$ cat config.mk
export PLATFORM = sky130hd
export DESIGN_NAME = arpt_cfg
export DESIGN_NICKNAME = d
export VERILOG_FILES = /design/src/rtl/arpt_pkg.sv /design/src/rtl/arpt_cfg.sv
export SDC_FILE = /design/constraint.sdc
export NUM_CORES = 1
export LEC_CHECK = 0
export ABC_AREA = 1
export ABC_CLOCK_PERIOD_IN_PS = 8100
export BUFFER_PORTS_ARGS = -buffer_cell sky130_fd_sc_hd__buf_2
export CORE_MARGIN = 2
export CORE_UTILIZATION = 40
export CTS_CLUSTER_SIZE = 28
export DETAILED_ROUTE_END_ITERATION = 12
export PLACE_DENSITY = 0.64
export SKIP_CTS_REPAIR_TIMING = 1
export SKIP_LAST_GASP = 1
export SLEW_MARGIN = 10
export SYNTH_ARGS = -nofsm -noshare
export SYNTH_HDL_FRONTEND = slang
export SYNTH_SLANG_ARGS = --single-unit
$ cat constraint.sdc
create_clock -name clk -period 8.1 [get_ports clk]
set_input_delay 1.62 -clock clk [delete_from_list [all_inputs] [get_ports clk]]
set_output_delay 1.62 -clock clk [all_outputs]
set_load 0.01 [all_outputs]
$ cat src/rtl/arpt_pkg.sv
`timescale 1ns / 1ps
// ----------------------------------------------------------------------------
// arpt_pkg
// Shared types, constants and the coefficient table builder for the
// principal-axis point rotation block.
// ----------------------------------------------------------------------------
package arpt_pkg;

  localparam int COORD_W            = 32;
  localparam int AXIS_W             = 2;
  localparam int DEG_W              = 9;
  localparam int CFG_INDEX_W        = 1;
  localparam int CFG_DATA_W         = 9;
  localparam int COEF_FRAC_BITS_DEF = 16;

  localparam int DEG_PER_HALF_TURN = 180;
  localparam int DEG_FULL_TURN     = 2 * DEG_PER_HALF_TURN;
  localparam int DEG_QUARTER       = DEG_PER_HALF_TURN / 2;
  localparam int ROM_DEPTH         = DEG_QUARTER + 1;
  localparam int ROM_IDX_W         = $clog2(ROM_DEPTH);

  localparam longint unsigned PI_Q32 = 64'd13493037705;
  localparam longint unsigned TAYLOR_DIV [7] = '{64'd6, 64'd20, 64'd42, 64'd72,
                                                 64'd110, 64'd156, 64'd210};

  localparam logic [CFG_INDEX_W-1:0] REG_AXIS    = 1'b0;
  localparam logic [CFG_INDEX_W-1:0] REG_DEGREES = 1'b1;

  typedef enum logic [AXIS_W-1:0] {
    AXIS_X    = 2'd0,
    AXIS_Y    = 2'd1,
    AXIS_Z    = 2'd2,
    AXIS_PASS = 2'd3
  } axis_t;

  typedef struct packed {
    logic signed [COORD_W-1:0] x_in;
    logic signed [COORD_W-1:0] y_in;
    logic signed [COORD_W-1:0] z_in;
    logic                      last_point;
  } pt_in_t;

  typedef struct packed {
    logic signed [COORD_W-1:0] x_out;
    logic signed [COORD_W-1:0] y_out;
    logic signed [COORD_W-1:0] z_out;
    logic                      last_out;
    logic                      saturated;
  } pt_out_t;

  // sin(k degrees) with frac fractional bits, from a fixed-point taylor series
  function automatic longint unsigned sine_rom_entry(input int k, input int frac);
    longint unsigned x;
    longint unsigned x2;
    longint unsigned term;
    longint unsigned one;
    longint unsigned r;
    longint          sum;
    one = 64'd1 << frac;
    if (k == 0) begin
      return 64'd0;
    end
    if (k >= DEG_QUARTER) begin
      return one;
    end
    x = (longint'(k) * PI_Q32 + 2 * DEG_PER_HALF_TURN) / (4 * DEG_PER_HALF_TURN);
    x2 = (x * x) >> 30;
    term = x;
    sum = longint'(x);
    for (int n = 1; n <= 7; n++) begin
      term = ((term * x2) >> 30) / TAYLOR_DIV[n-1];
      if (n % 2 == 1) begin
        sum = sum - longint'(term);
      end else begin
        sum = sum + longint'(term);
      end
    end
    r = (longint'(sum) + (64'd1 << (29 - frac))) >> (30 - frac);
    if (r > one) begin
      r = one;
    end
    return r;
  endfunction

endpackage

$ cat src/rtl/arpt_cfg.sv
`timescale 1ns / 1ps
// ----------------------------------------------------------------------------
// arpt_cfg
// Configuration registers: rotation axis, and the cosine / sine coefficients
// loaded through quadrant folding of a quarter-wave sine table.
// ----------------------------------------------------------------------------
module arpt_cfg #(
  parameter int COEF_FRAC_BITS = arpt_pkg::COEF_FRAC_BITS_DEF
) (
  input  logic                                    clk,
  input  logic                                    rst_n,
  input  logic                                    cfg_we,
  input  logic [arpt_pkg::CFG_INDEX_W-1:0]        cfg_index,
  input  logic [arpt_pkg::CFG_DATA_W-1:0]         cfg_wdata,
  output arpt_pkg::axis_t                         axis,
  output logic signed [COEF_FRAC_BITS+1:0]        cos_coef,
  output logic signed [COEF_FRAC_BITS+1:0]        sin_coef
);
  import arpt_pkg::*;

  localparam int CW = COEF_FRAC_BITS + 2;
  localparam logic signed [CW-1:0] COEF_ONE = CW'(1) << COEF_FRAC_BITS;

  logic [CW-1:0] sine_tab [ROM_DEPTH];

  for (genvar k = 0; k < ROM_DEPTH; k++) begin : g_tab
    assign sine_tab[k] = CW'(sine_rom_entry(k, COEF_FRAC_BITS));
  end

  axis_t                 axis_r, axis_nxt;
  logic signed [CW-1:0]  cos_r, cos_nxt;
  logic signed [CW-1:0]  sin_r, sin_nxt;

  logic [DEG_W-1:0]      deg;
  logic [DEG_W-1:0]      deg_red;
  logic [1:0]            quad;
  logic [DEG_W-1:0]      quad_base;
  logic [ROM_IDX_W-1:0]  idx_s;
  logic [ROM_IDX_W-1:0]  idx_c;
  logic signed [CW-1:0]  s_val;
  logic signed [CW-1:0]  c_val;

  always_comb begin
    deg = cfg_wdata[DEG_W-1:0];
    deg_red = (deg >= DEG_W'(DEG_FULL_TURN)) ? deg - DEG_W'(DEG_FULL_TURN) : deg;
    if (deg_red < DEG_W'(DEG_QUARTER)) begin
      quad = 2'd0;
    end else if (deg_red < DEG_W'(2 * DEG_QUARTER)) begin
      quad = 2'd1;
    end else if (deg_red < DEG_W'(3 * DEG_QUARTER)) begin
      quad = 2'd2;
    end else begin
      quad = 2'd3;
    end
    quad_base = DEG_W'(DEG_QUARTER) * DEG_W'(quad);
    idx_s = ROM_IDX_W'(deg_red - quad_base);
    idx_c = ROM_IDX_W'(DEG_QUARTER) - idx_s;
    s_val = $signed(sine_tab[idx_s]);
    c_val = $signed(sine_tab[idx_c]);
  end

  always_comb begin
    axis_nxt = axis_r;
    cos_nxt  = cos_r;
    sin_nxt  = sin_r;
    if (cfg_we) begin
      unique case (cfg_index)
        REG_AXIS: begin
          axis_nxt = axis_t'(cfg_wdata[AXIS_W-1:0]);
        end
        REG_DEGREES: begin
          unique case (quad)
            2'd0: begin
              sin_nxt = s_val;
              cos_nxt = c_val;
            end
            2'd1: begin
              sin_nxt = c_val;
              cos_nxt = -s_val;
            end
            2'd2: begin
              sin_nxt = -s_val;
              cos_nxt = -c_val;
            end
            default: begin
              sin_nxt = -c_val;
              cos_nxt = s_val;
            end
          endcase
        end
        default: begin
        end
      endcase
    end
  end

  always_ff @(posedge clk) begin
    if (!rst_n) begin
      axis_r <= AXIS_X;
      cos_r  <= COEF_ONE;
      sin_r  <= '0;
    end else begin
      axis_r <= axis_nxt;
      cos_r  <= cos_nxt;
      sin_r  <= sin_nxt;
    end
  end

  assign axis     = axis_r;
  assign cos_coef = cos_r;
  assign sin_coef = sin_r;

endmodule

After elaboration in Yosys (flattened, before gate mapping)
Memories as Yosys holds them, arrays and structs flattened.
Cells that the tools add are included.
{"block": "op_classes", "n_mux": 10, "magnitude_cmp": 6, "n_eq_ne": 2, "bitwise": 3, "n_reduce_logical": 3, "mul": 1, "add_sub_neg": 5}
{"operator": "18-bit case mux with 3 select lines", "count": 2}
{"operator": "18-bit two-way mux", "count": 4}
{"operator": "18-bit negation", "count": 2}
{"operator": "8-bit greater-or-equal comparator (second input constant)", "count": 2}
{"operator": "7-bit NOT with 8-bit output", "count": 2}
{"operator": "9-bit greater-or-equal comparator (second input constant)", "count": 1}
{"operator": "9-bit by 7-bit < comparator with 1-bit output (second input constant)", "count": 1}
{"operator": "9-bit by 8-bit < comparator with 1-bit output (second input constant)", "count": 1}
{"operator": "9-bit < comparator (second input constant)", "count": 1}
{"operator": "9-bit two-way mux", "count": 1}
{"operator": "9-bit subtractor (second input constant)", "count": 1}
{"operator": "7-bit subtractor", "count": 1}
{"operator": "7-bit subtractor (first input constant)", "count": 1}
{"operator": "6-bit by 2-bit multiplier with 6-bit output (first input constant)", "count": 1}
{"operator": "2-bit two-way mux", "count": 2}
{"operator": "2-bit AND reduction", "count": 2}
{"operator": "2-bit by 1-bit equality test with 1-bit output (second input constant)", "count": 1}
{"operator": "2-bit equality test (second input constant)", "count": 1}
{"operator": "2-bit zero test", "count": 1}
{"operator": "1-bit two-way mux", "count": 1}
{"operator": "1-bit NOT", "count": 1}
{"block": "totals", "output_inout_bits": 38, "in_bits": 13, "memories": 2, "reg_bits": 38, "mem_bits_ro": 4608, "elab_cells": 35}
{"memory": "(name not given)", "depth": 128, "width": 18, "read_ports": 1, "rd_clocked_by_memory_dff": 0, "wr": 0, "line": "arpt_cfg.sv:59", "source": "c_val = $signed(sine_tab[idx_c]);"}
{"memory": "(name not given)", "depth": 128, "width": 18, "read_ports": 1, "rd_clocked_by_memory_dff": 0, "wr": 0, "line": "arpt_cfg.sv:58", "source": "s_val = $signed(sine_tab[idx_s]);"}

Longest topological paths before layout
Gate-level depths: netlist of the first run.
{"block": "depth", "ltp_word": 15, "depth_mapped": 43}

Worst setup path after synthesis of the first run
OpenSTA, ideal clock, no wires.
{"block": "synth_path", "path_kind": "input to register", "startpoint": "input cfg_wdata[3] in the netlist's numbering", "endpoint": "register cos_r[12] (netlist: cos_coef[12])", "path_slack_ps": 1149, "required_time_ps": 7991, "t_arrival_ps": 6842, "path_buffers": 2, "cell_stages": 34, "cell_sequence": "inv_1 > ha_1 > nor2_1 > nor2_1 > nand2_2 > nand2_1 > o21ai_0 > o211ai_1 > a31oi_1 > a22oi_1 > ha_1 > fa_1 > inv_2 > buf_2 > ha_1 > buf_2 > nor2_1 > inv_1 > nor2_1 > nor3_1 > o21ai_1 > nand3_1 > nand2_1 > nand2_1 > nand2_1 > ha_1 > nand2_1 > nor2_1 > nand3_1 > xor2_1 > nand2_1 > nand3b_1 > nand2_1 > inv_1"}
{"block": "synth_between", "elab_chain_cells": 15, "word_cells_on_any_way": 26, "cone_classes": "5 x add/sub; 1 x mul; 4 x order compare; 2 x eq/ne; 9 x mux; 2 x bitwise; 1 x reduce/logical; 2 x memory"}
{"item": "start: declaration", "line": "arpt_cfg.sv:14", "source": "input logic [arpt_pkg::CFG_DATA_W-1:0] cfg_wdata,"}
{"item": "9-bit subtractor / 9-bit greater-or-equal comparator (equally long branches)", "line": "arpt_cfg.sv:45", "source": "deg_red = (deg >= DEG_W'(DEG_FULL_TURN)) ? deg - DEG_W'(DEG_FULL_TURN) : deg;"}
{"item": "9-bit two-way mux *", "line": "arpt_cfg.sv:45"}
{"item": "9-bit < comparator", "line": "arpt_cfg.sv:50", "source": "end else if (deg_red < DEG_W'(3 * DEG_QUARTER)) begin"}
{"item": "1-bit two-way mux", "line": "arpt_cfg.sv:50"}
{"item": "2-bit two-way mux", "line": "arpt_cfg.sv:48", "source": "end else if (deg_red < DEG_W'(2 * DEG_QUARTER)) begin"}
{"item": "2-bit two-way mux", "line": "arpt_cfg.sv:46", "source": "if (deg_red < DEG_W'(DEG_QUARTER)) begin"}
{"item": "6-bit by 2-bit multiplier with 6-bit output", "line": "arpt_cfg.sv:55", "source": "quad_base = DEG_W'(DEG_QUARTER) * DEG_W'(quad);"}
{"item": "7-bit subtractor", "line": "arpt_cfg.sv:56", "source": "idx_s = ROM_IDX_W'(deg_red - quad_base);"}
{"item": "7-bit subtractor", "line": "arpt_cfg.sv:57", "source": "idx_c = ROM_IDX_W'(DEG_QUARTER) - idx_s;"}
{"item": "7-bit NOT with 8-bit output (implied by the code)", "line": "arpt_cfg.sv:59"}
{"item": "memory read 128 x 18 bit"}
{"item": "18-bit two-way mux (implied by the code) (2 in series)", "line": "arpt_cfg.sv:59"}
{"item": "18-bit negation", "line": "arpt_cfg.sv:83", "source": "cos_nxt = -c_val;"}
{"item": "18-bit case mux with 3 select lines *", "line": "arpt_cfg.sv:72", "source": "unique case (quad)"}
{"item": "end signal: assignment", "line": "arpt_cfg.sv:104", "source": "cos_r <= cos_nxt;"}
{"item": "end: declaration", "line": "arpt_cfg.sv:31", "source": "logic signed [CW-1:0] cos_r, cos_nxt;"}
Mark *: on every way between the ends. The rest lies on a longest branch, timed or not. The select of a mux whose other input is x is not followed.
A chain may end at the register's enable or synchronous reset.

Final worst setup path of the first run
{"block": "layout_path", "startpoint": "input cfg_wdata[3] in the netlist's numbering", "endpoint": "register sin_r[13] (netlist: sin_coef[13])"}
{"block": "layout_between", "elab_chain_cells": 15, "word_cells_on_any_way": 26, "cone_classes": "5 x add/sub; 1 x mul; 4 x order compare; 2 x eq/ne; 9 x mux; 2 x bitwise; 1 x reduce/logical; 2 x memory"}
{"item": "9-bit subtractor / 9-bit greater-or-equal comparator (equally long branches)", "line": "arpt_cfg.sv:45"}
{"item": "9-bit two-way mux *", "line": "arpt_cfg.sv:45"}
{"item": "9-bit < comparator", "line": "arpt_cfg.sv:50"}
{"item": "1-bit two-way mux", "line": "arpt_cfg.sv:50"}
{"item": "2-bit two-way mux", "line": "arpt_cfg.sv:48"}
{"item": "2-bit two-way mux", "line": "arpt_cfg.sv:46"}
{"item": "6-bit by 2-bit multiplier with 6-bit output", "line": "arpt_cfg.sv:55"}
{"item": "7-bit subtractor", "line": "arpt_cfg.sv:56"}
{"item": "7-bit subtractor", "line": "arpt_cfg.sv:57"}
{"item": "7-bit NOT with 8-bit output (implied by the code)", "line": "arpt_cfg.sv:59"}
{"item": "memory read 128 x 18 bit"}
{"item": "18-bit two-way mux (implied by the code) (2 in series)", "line": "arpt_cfg.sv:59"}
{"item": "18-bit negation", "line": "arpt_cfg.sv:86", "source": "sin_nxt = -c_val;"}
{"item": "18-bit case mux with 3 select lines *", "line": "arpt_cfg.sv:72"}
{"item": "end signal: assignment", "line": "arpt_cfg.sv:105", "source": "sin_r <= sin_nxt;"}
{"item": "end: declaration", "line": "arpt_cfg.sv:32", "source": "logic signed [CW-1:0] sin_r, sin_nxt;"}
Marked as above.

==> results.txt, run 1 <==
Distinct cells, synth: 56
Rows: 52
Antenna cell count: 0
Clock Latency Late Sink: 280 ps
DRC violations left: 0
Multi-input combinational cell area: 6260 µm²
RSZ-0062 raised after global routing: no
Synth top area cells: nand2_1 27%, nand3_1 10%, dfxtp_1 9.4%
Inserted Clock Buffers: 5
Die area: 21500 µm²
RR Endpoint: cos_coef[12]
CTS tree: done
Syn Area/Cell: 5.11 µm²
Vias per cell: 5.79
Die height: 147 µm
Ys flop type: dfxtp_1
Netlist Area Pre-Place: 8130 µm²
R2r startpoint: cos_coef[12]
Final WL: 36.7 mm
Max-cap violations: 0
Yosys top cell area share: 26.5%
Layout Cells excl Fill: 1875
CP startpoint kind: primary input
Synth Instances: 1590
Worst Path Max Fanout: 57
Global-route wire length before repair: 56.4 mm
Post-DP HPWL: 28.9 mm
Critical path origin: cfg_wdata[3]
Number of global-route vias before repair: 9727
Drt wl/cell: 19.6 µm
Die W: 147 µm
Nets: 1651
Layout cell share with drive strength beyond 1: 9.78%
Syn-to-layout area delta: 7.39%
Worst path max stage delay: 560 ps
Hold EP: cos_coef[3]
Clock Tree Buf Depth: 2
Register area share after synthesis: 9.36%
CTS Root Cell: clkbuf_16
DRT Pass-1 Iters: 6
Biggest area consumer among synthesized cells: nand2_1
Reg clk slew, reported paths: 60 ps
Worst path required time: 8240 ps
Kind of end point of the critical path: flop
Data arrival, critical path: 7800 ps
IO Pins: 51
Most common cell on crit path: nand2_1
Synthesized flop and latch total: 38
Critical-path top delay cell: fa_1
# placed instances: 1868
GRT Util Overall: 33.2%
Slew Limit Fails: 0
Initial Util: 40.4%
Final period utilization: 94.6%
Worst slew pin tran: 900 ps
Largest net degree at the start of global routing: 58
Hold Path Depth: 2
Crit Path Category: in -> reg
Flop-to-flop setup slack: 7250 ps
FMAX: 131 MHz
Synthesized net count: 1636
Final Hold Fails: 0
Synthesis Warnings: 0
Clock Skews: 0 ps
H-tree depth: 2
Asr flop ratio synth: 0%
Outcome: finished clean
# fillers: 2275
Worst min path class: reg -> reg
Tmin final: 7660 ps
Core area: 20100 µm²
FF-to-FF path depth: 5
Hold path startpoint: cos_coef[3]
Setup TNS: 0 ps
Rel. slew slack: 39.6%
DRT iter0 DRCs: 1490
Post-route ant nets: 0
CTS sink count: 38
Post-synth EDFFs: 0
Final setup fails: 0
FF+latch area: 761 µm²
DR vias: 10900
Grt total ovfl: 0
Number of port buffers: 50
Antenna violations before repair: 0
Routability cong.: 1.06
state kept, by name, indices dropped and copies added (netlist names):
register,count
cos_coef,18
axis,2
sin_coef,18
worst max-delay path by stage:
stage                               to  slack (ps)  cells after the start
after global placement     cos_coef[4]         280                     31
after detailed placement  cos_coef[12]         240                     33
after floorplan           cos_coef[12]        1150                     34
after global routing      sin_coef[13]          60                     38
final                     sin_coef[13]         440                     38
after CTS                 cos_coef[12]         490                     33
per-stage QoR:
step	utilization, %	hold slack (ps)	cell area, µm²	worst slack (ps)
2_1_floorplan	-	490	8130	1150
3_3_place_gp	42.7	451	8590	285
3_5_place_dp	42.7	453	8590	238
4_1_cts	43.4	462	8720	490
5_1_grt	43.4	478	8730	55.3
6_report	43.4	460	8730	441
kinds of logic after synthesis:
logic type | share of synthesized area (%)
compound gates | 20.1
xor+xnor | 1.69
fa+ha+maj | 5.17
buf+inv | 13.7
flops | 9.36
simple gates | 50.1
Yosys cell counts (8+ instances only):
| master | count |
|---|---|
| o22ai_1 | 13 |
| o21ai_1 | 39 |
| nand2_2 | 13 |
| buf_4 | 12 |
| nand2_1 | 574 |
| nand3_1 | 168 |
| ha_1 | 32 |
| clkbuf_1 | 23 |
| o211ai_1 | 23 |
| o21ai_0 | 127 |
| dfxtp_1 | 38 |
| buf_2 | 31 |
| a21oi_1 | 50 |
| nor2_2 | 14 |
| nand4_1 | 8 |
| xor2_1 | 11 |
| nor2_1 | 141 |
| inv_1 | 163 |
| a31oi_1 | 8 |
| inv_2 | 15 |
cells in the final DEF (no fill, tap or decap), types with 3 or more instances in the layout:
| master | instances |
|---|---|
| xor2_1 | 11 |
| clkinv_1 | 5 |
| nand2_1 | 573 |
| nand3_2 | 7 |
| buf_2 | 50 |
| nand2_4 | 4 |
| o21ai_1 | 40 |
| inv_2 | 15 |
| nand3_1 | 168 |
| buf_12 | 3 |
| a21o_1 | 3 |
| o211ai_1 | 23 |
| buf_4 | 30 |
| nor2_1 | 141 |
| o22ai_1 | 13 |
| nand2_2 | 14 |
| o221ai_1 | 4 |
| a21oi_1 | 50 |
| a22oi_1 | 7 |
| nand3b_1 | 7 |
| dfxtp_1 | 38 |
| nor3_1 | 7 |
| a31oi_1 | 8 |
| clkbuf_16 | 5 |
| o21ai_0 | 126 |
| ha_1 | 32 |
| inv_1 | 163 |
| nand4_1 | 8 |
| nor2_2 | 14 |
routing by layer:
| layer | wire length, µm | vias up | part of all wire, % | GRT usage (%) |
|---|---|---|---|---|
| li1 | - | 5174 | - | - |
| met1 | 15400 | 4857 | 42 | 45.4 |
| met2 | 15600 | 705 | 43 | 51.2 |
| met3 | 3750 | 125 | 10 | 5.06 |
| met4 | 1990 | 0 | 5.4 | 15.4 |
| met5 | 0 | - | 0 | 0 |
worst max-delay path: cells and delay by family:
kind / cells / cell delay [ps]
AND/OR/NAND/NOR: 19 / 2490
adder cells (fa/ha/maj): 4 / 1370
AO/OA/AOI/OAI: 6 / 1060
buffers and inverters: 8 / 1040
XOR/XNOR: 1 / 200
cell type report:
type,instances,share of cell area [%]
multi-input cells,1292,71.7
flip-flops and latches,38,8.72
inverters,185,8.01
repair buffers,83,6.14
well taps,270,3.87
clock buffers,5,1.43
clock inverters,2,0.115
Power of run 1 is not shown: default switching activity piles up to over one toggle a cycle in this logic, so the estimate is an artifact.
==> run 2: changes to the inputs <==
Settings changed: ABC_CLOCK_PERIOD_IN_PS 8100 to unset, PLACE_DENSITY 0.64 to 0.65.
Clock period 8.1 ns to 7.5 ns, I/O delays scaled along.
==> results.txt, run 2 (synthesis results as in run 1) <==
Clock Latency Late Sink: 290 ps
Max-cap violations: 0
DR vias: 10600
Inserted Clock Buffers: 5
Clock Skews: 0 ps
Clock Tree Buf Depth: 2
Antenna violations before repair: 0
Kind of end point of the critical path: flop
CTS sink count: 38
Rel. slew slack: 38.9%
CTS Root Cell: clkbuf_16
Grt total ovfl: 0
DRT iter0 DRCs: 1355
Slew Limit Fails: 0
Die area: 21500 µm²
Vias per cell: 5.65
Die height: 147 µm
Worst Path Buf+Inv: 4
GRT Util Overall: 33.0%
Busiest grt layer: met2
Met1 Use GR: 45.4%
IO Pins: 51
Design Area, Final: 8860 µm²
H-tree depth: 2
Worst min path class: reg -> reg
Data arrival, critical path: 7320 ps
Worst hold slack: 461 ps
Setup TNS: 0 ps
Syn-to-layout area delta: 9.01%
Die W: 147 µm
Antenna cell count: 0
Worst path max stage delay: 580 ps
RSZ-0062 raised after global routing: no
Outcome: finished clean
CTS tree: done
Core area: 20100 µm²
Number of port buffers: 50
DRT Pass-1 Iters: 7
Routing usage on met2: 51.2%
Initial Util: 40.4%
Final Hold Fails: 0
Pre-CTS WS: 150 ps
Tmin final: 7090 ps
Final WL: 36.1 mm
Reg clk slew, reported paths: 60 ps
Global-route wire length before repair: 56.0 mm
Most frequent cells in the layout: 574 x nand2_1, 168 x nand3_1, 163 x inv_1, 141 x nor2_1, 126 x o21ai_0
Commonest non-fill, non-tap cell in the layout: nand2_1
Worst slew pin tran: 913 ps
Worst path required time: 7740 ps
CP startpoint kind: primary input
Post-route ant nets: 0
Routability cong.: 1.01
Nets: 1658
Worst Path Max Fanout: 37
Placed instance area: 8650 µm²
Final period utilization: 94.5%
Worst setup margin: 413 ps
Critical-path top delay cell: fa_1
Met3 usage: 6.16%
Final setup fails: 0
DRC violations left: 0
Number of global-route vias before repair: 9622
Post-DP HPWL: 28.4 mm
FMAX: 141 MHz
Most common cell on crit path: nand2_1
Crit Path Category: in -> reg
Drt wl/cell: 19.1 µm
CP top delay family: simple AND/OR/NAND/NOR gates
Rows: 52
Layout cell share with drive strength beyond 1: 10.2%
Largest net degree at the start of global routing: 58
==> run 2: cell types whose count changed in the layout (fill, tap and decap cells not counted), moves of 2 or more <==
cell	change
buf_4	+6
bufinv_16	+2
clkinv_2	-2
nand2_2	-2
==> run 2: final cells by class <==
cell class	instances	area (µm²)
clock buffers	6	139
clock inverters	2	60.1
repair buffers	90	601
inverters	185	699
well taps	270	338
multi-input cells	1292	6260
flip-flops and latches	38	761
fillers	2316	11200
==> run 2: tightest hold or removal path: stages (launching register included) <==
cell,delay [ps]
dfxtp_1,300
nand2_1,60
a21oi_1,50
==> run 2: final timing paths <==
kind	startpoint	end	slack, ps	cells past startpoint
worst max-delay path	cfg_wdata[3]	cos_coef[12]	410	33
worst min-delay path	cos_coef[7]	cos_coef[7]	460	2
worst max register to register	cos_coef[12]	cos_coef[12]	6660	5
worst min register to register	cos_coef[7]	cos_coef[7]	460	2
==> run 2: stage by stage <==
step / std cells / util, %
finish: 1883 / 44.1
global route: 1883 / 44.1
CTS: 1883 / 44.0
detailed placement: 1875 / 43.0
global placement: 1875 / 43.0
floorplan: 1590 / -
==> run 2: routing by layer <==
layer | share of wire [%] | up-vias | wire length (µm)
li1 | - | 5192 | -
met1 | 44 | 4739 | 15700
met2 | 43 | 607 | 15500
met3 | 9.0 | 101 | 3230
met4 | 4.5 | 0 | 1610
met5 | 0 | - | 0
Power of run 2 is left out for the same reason.
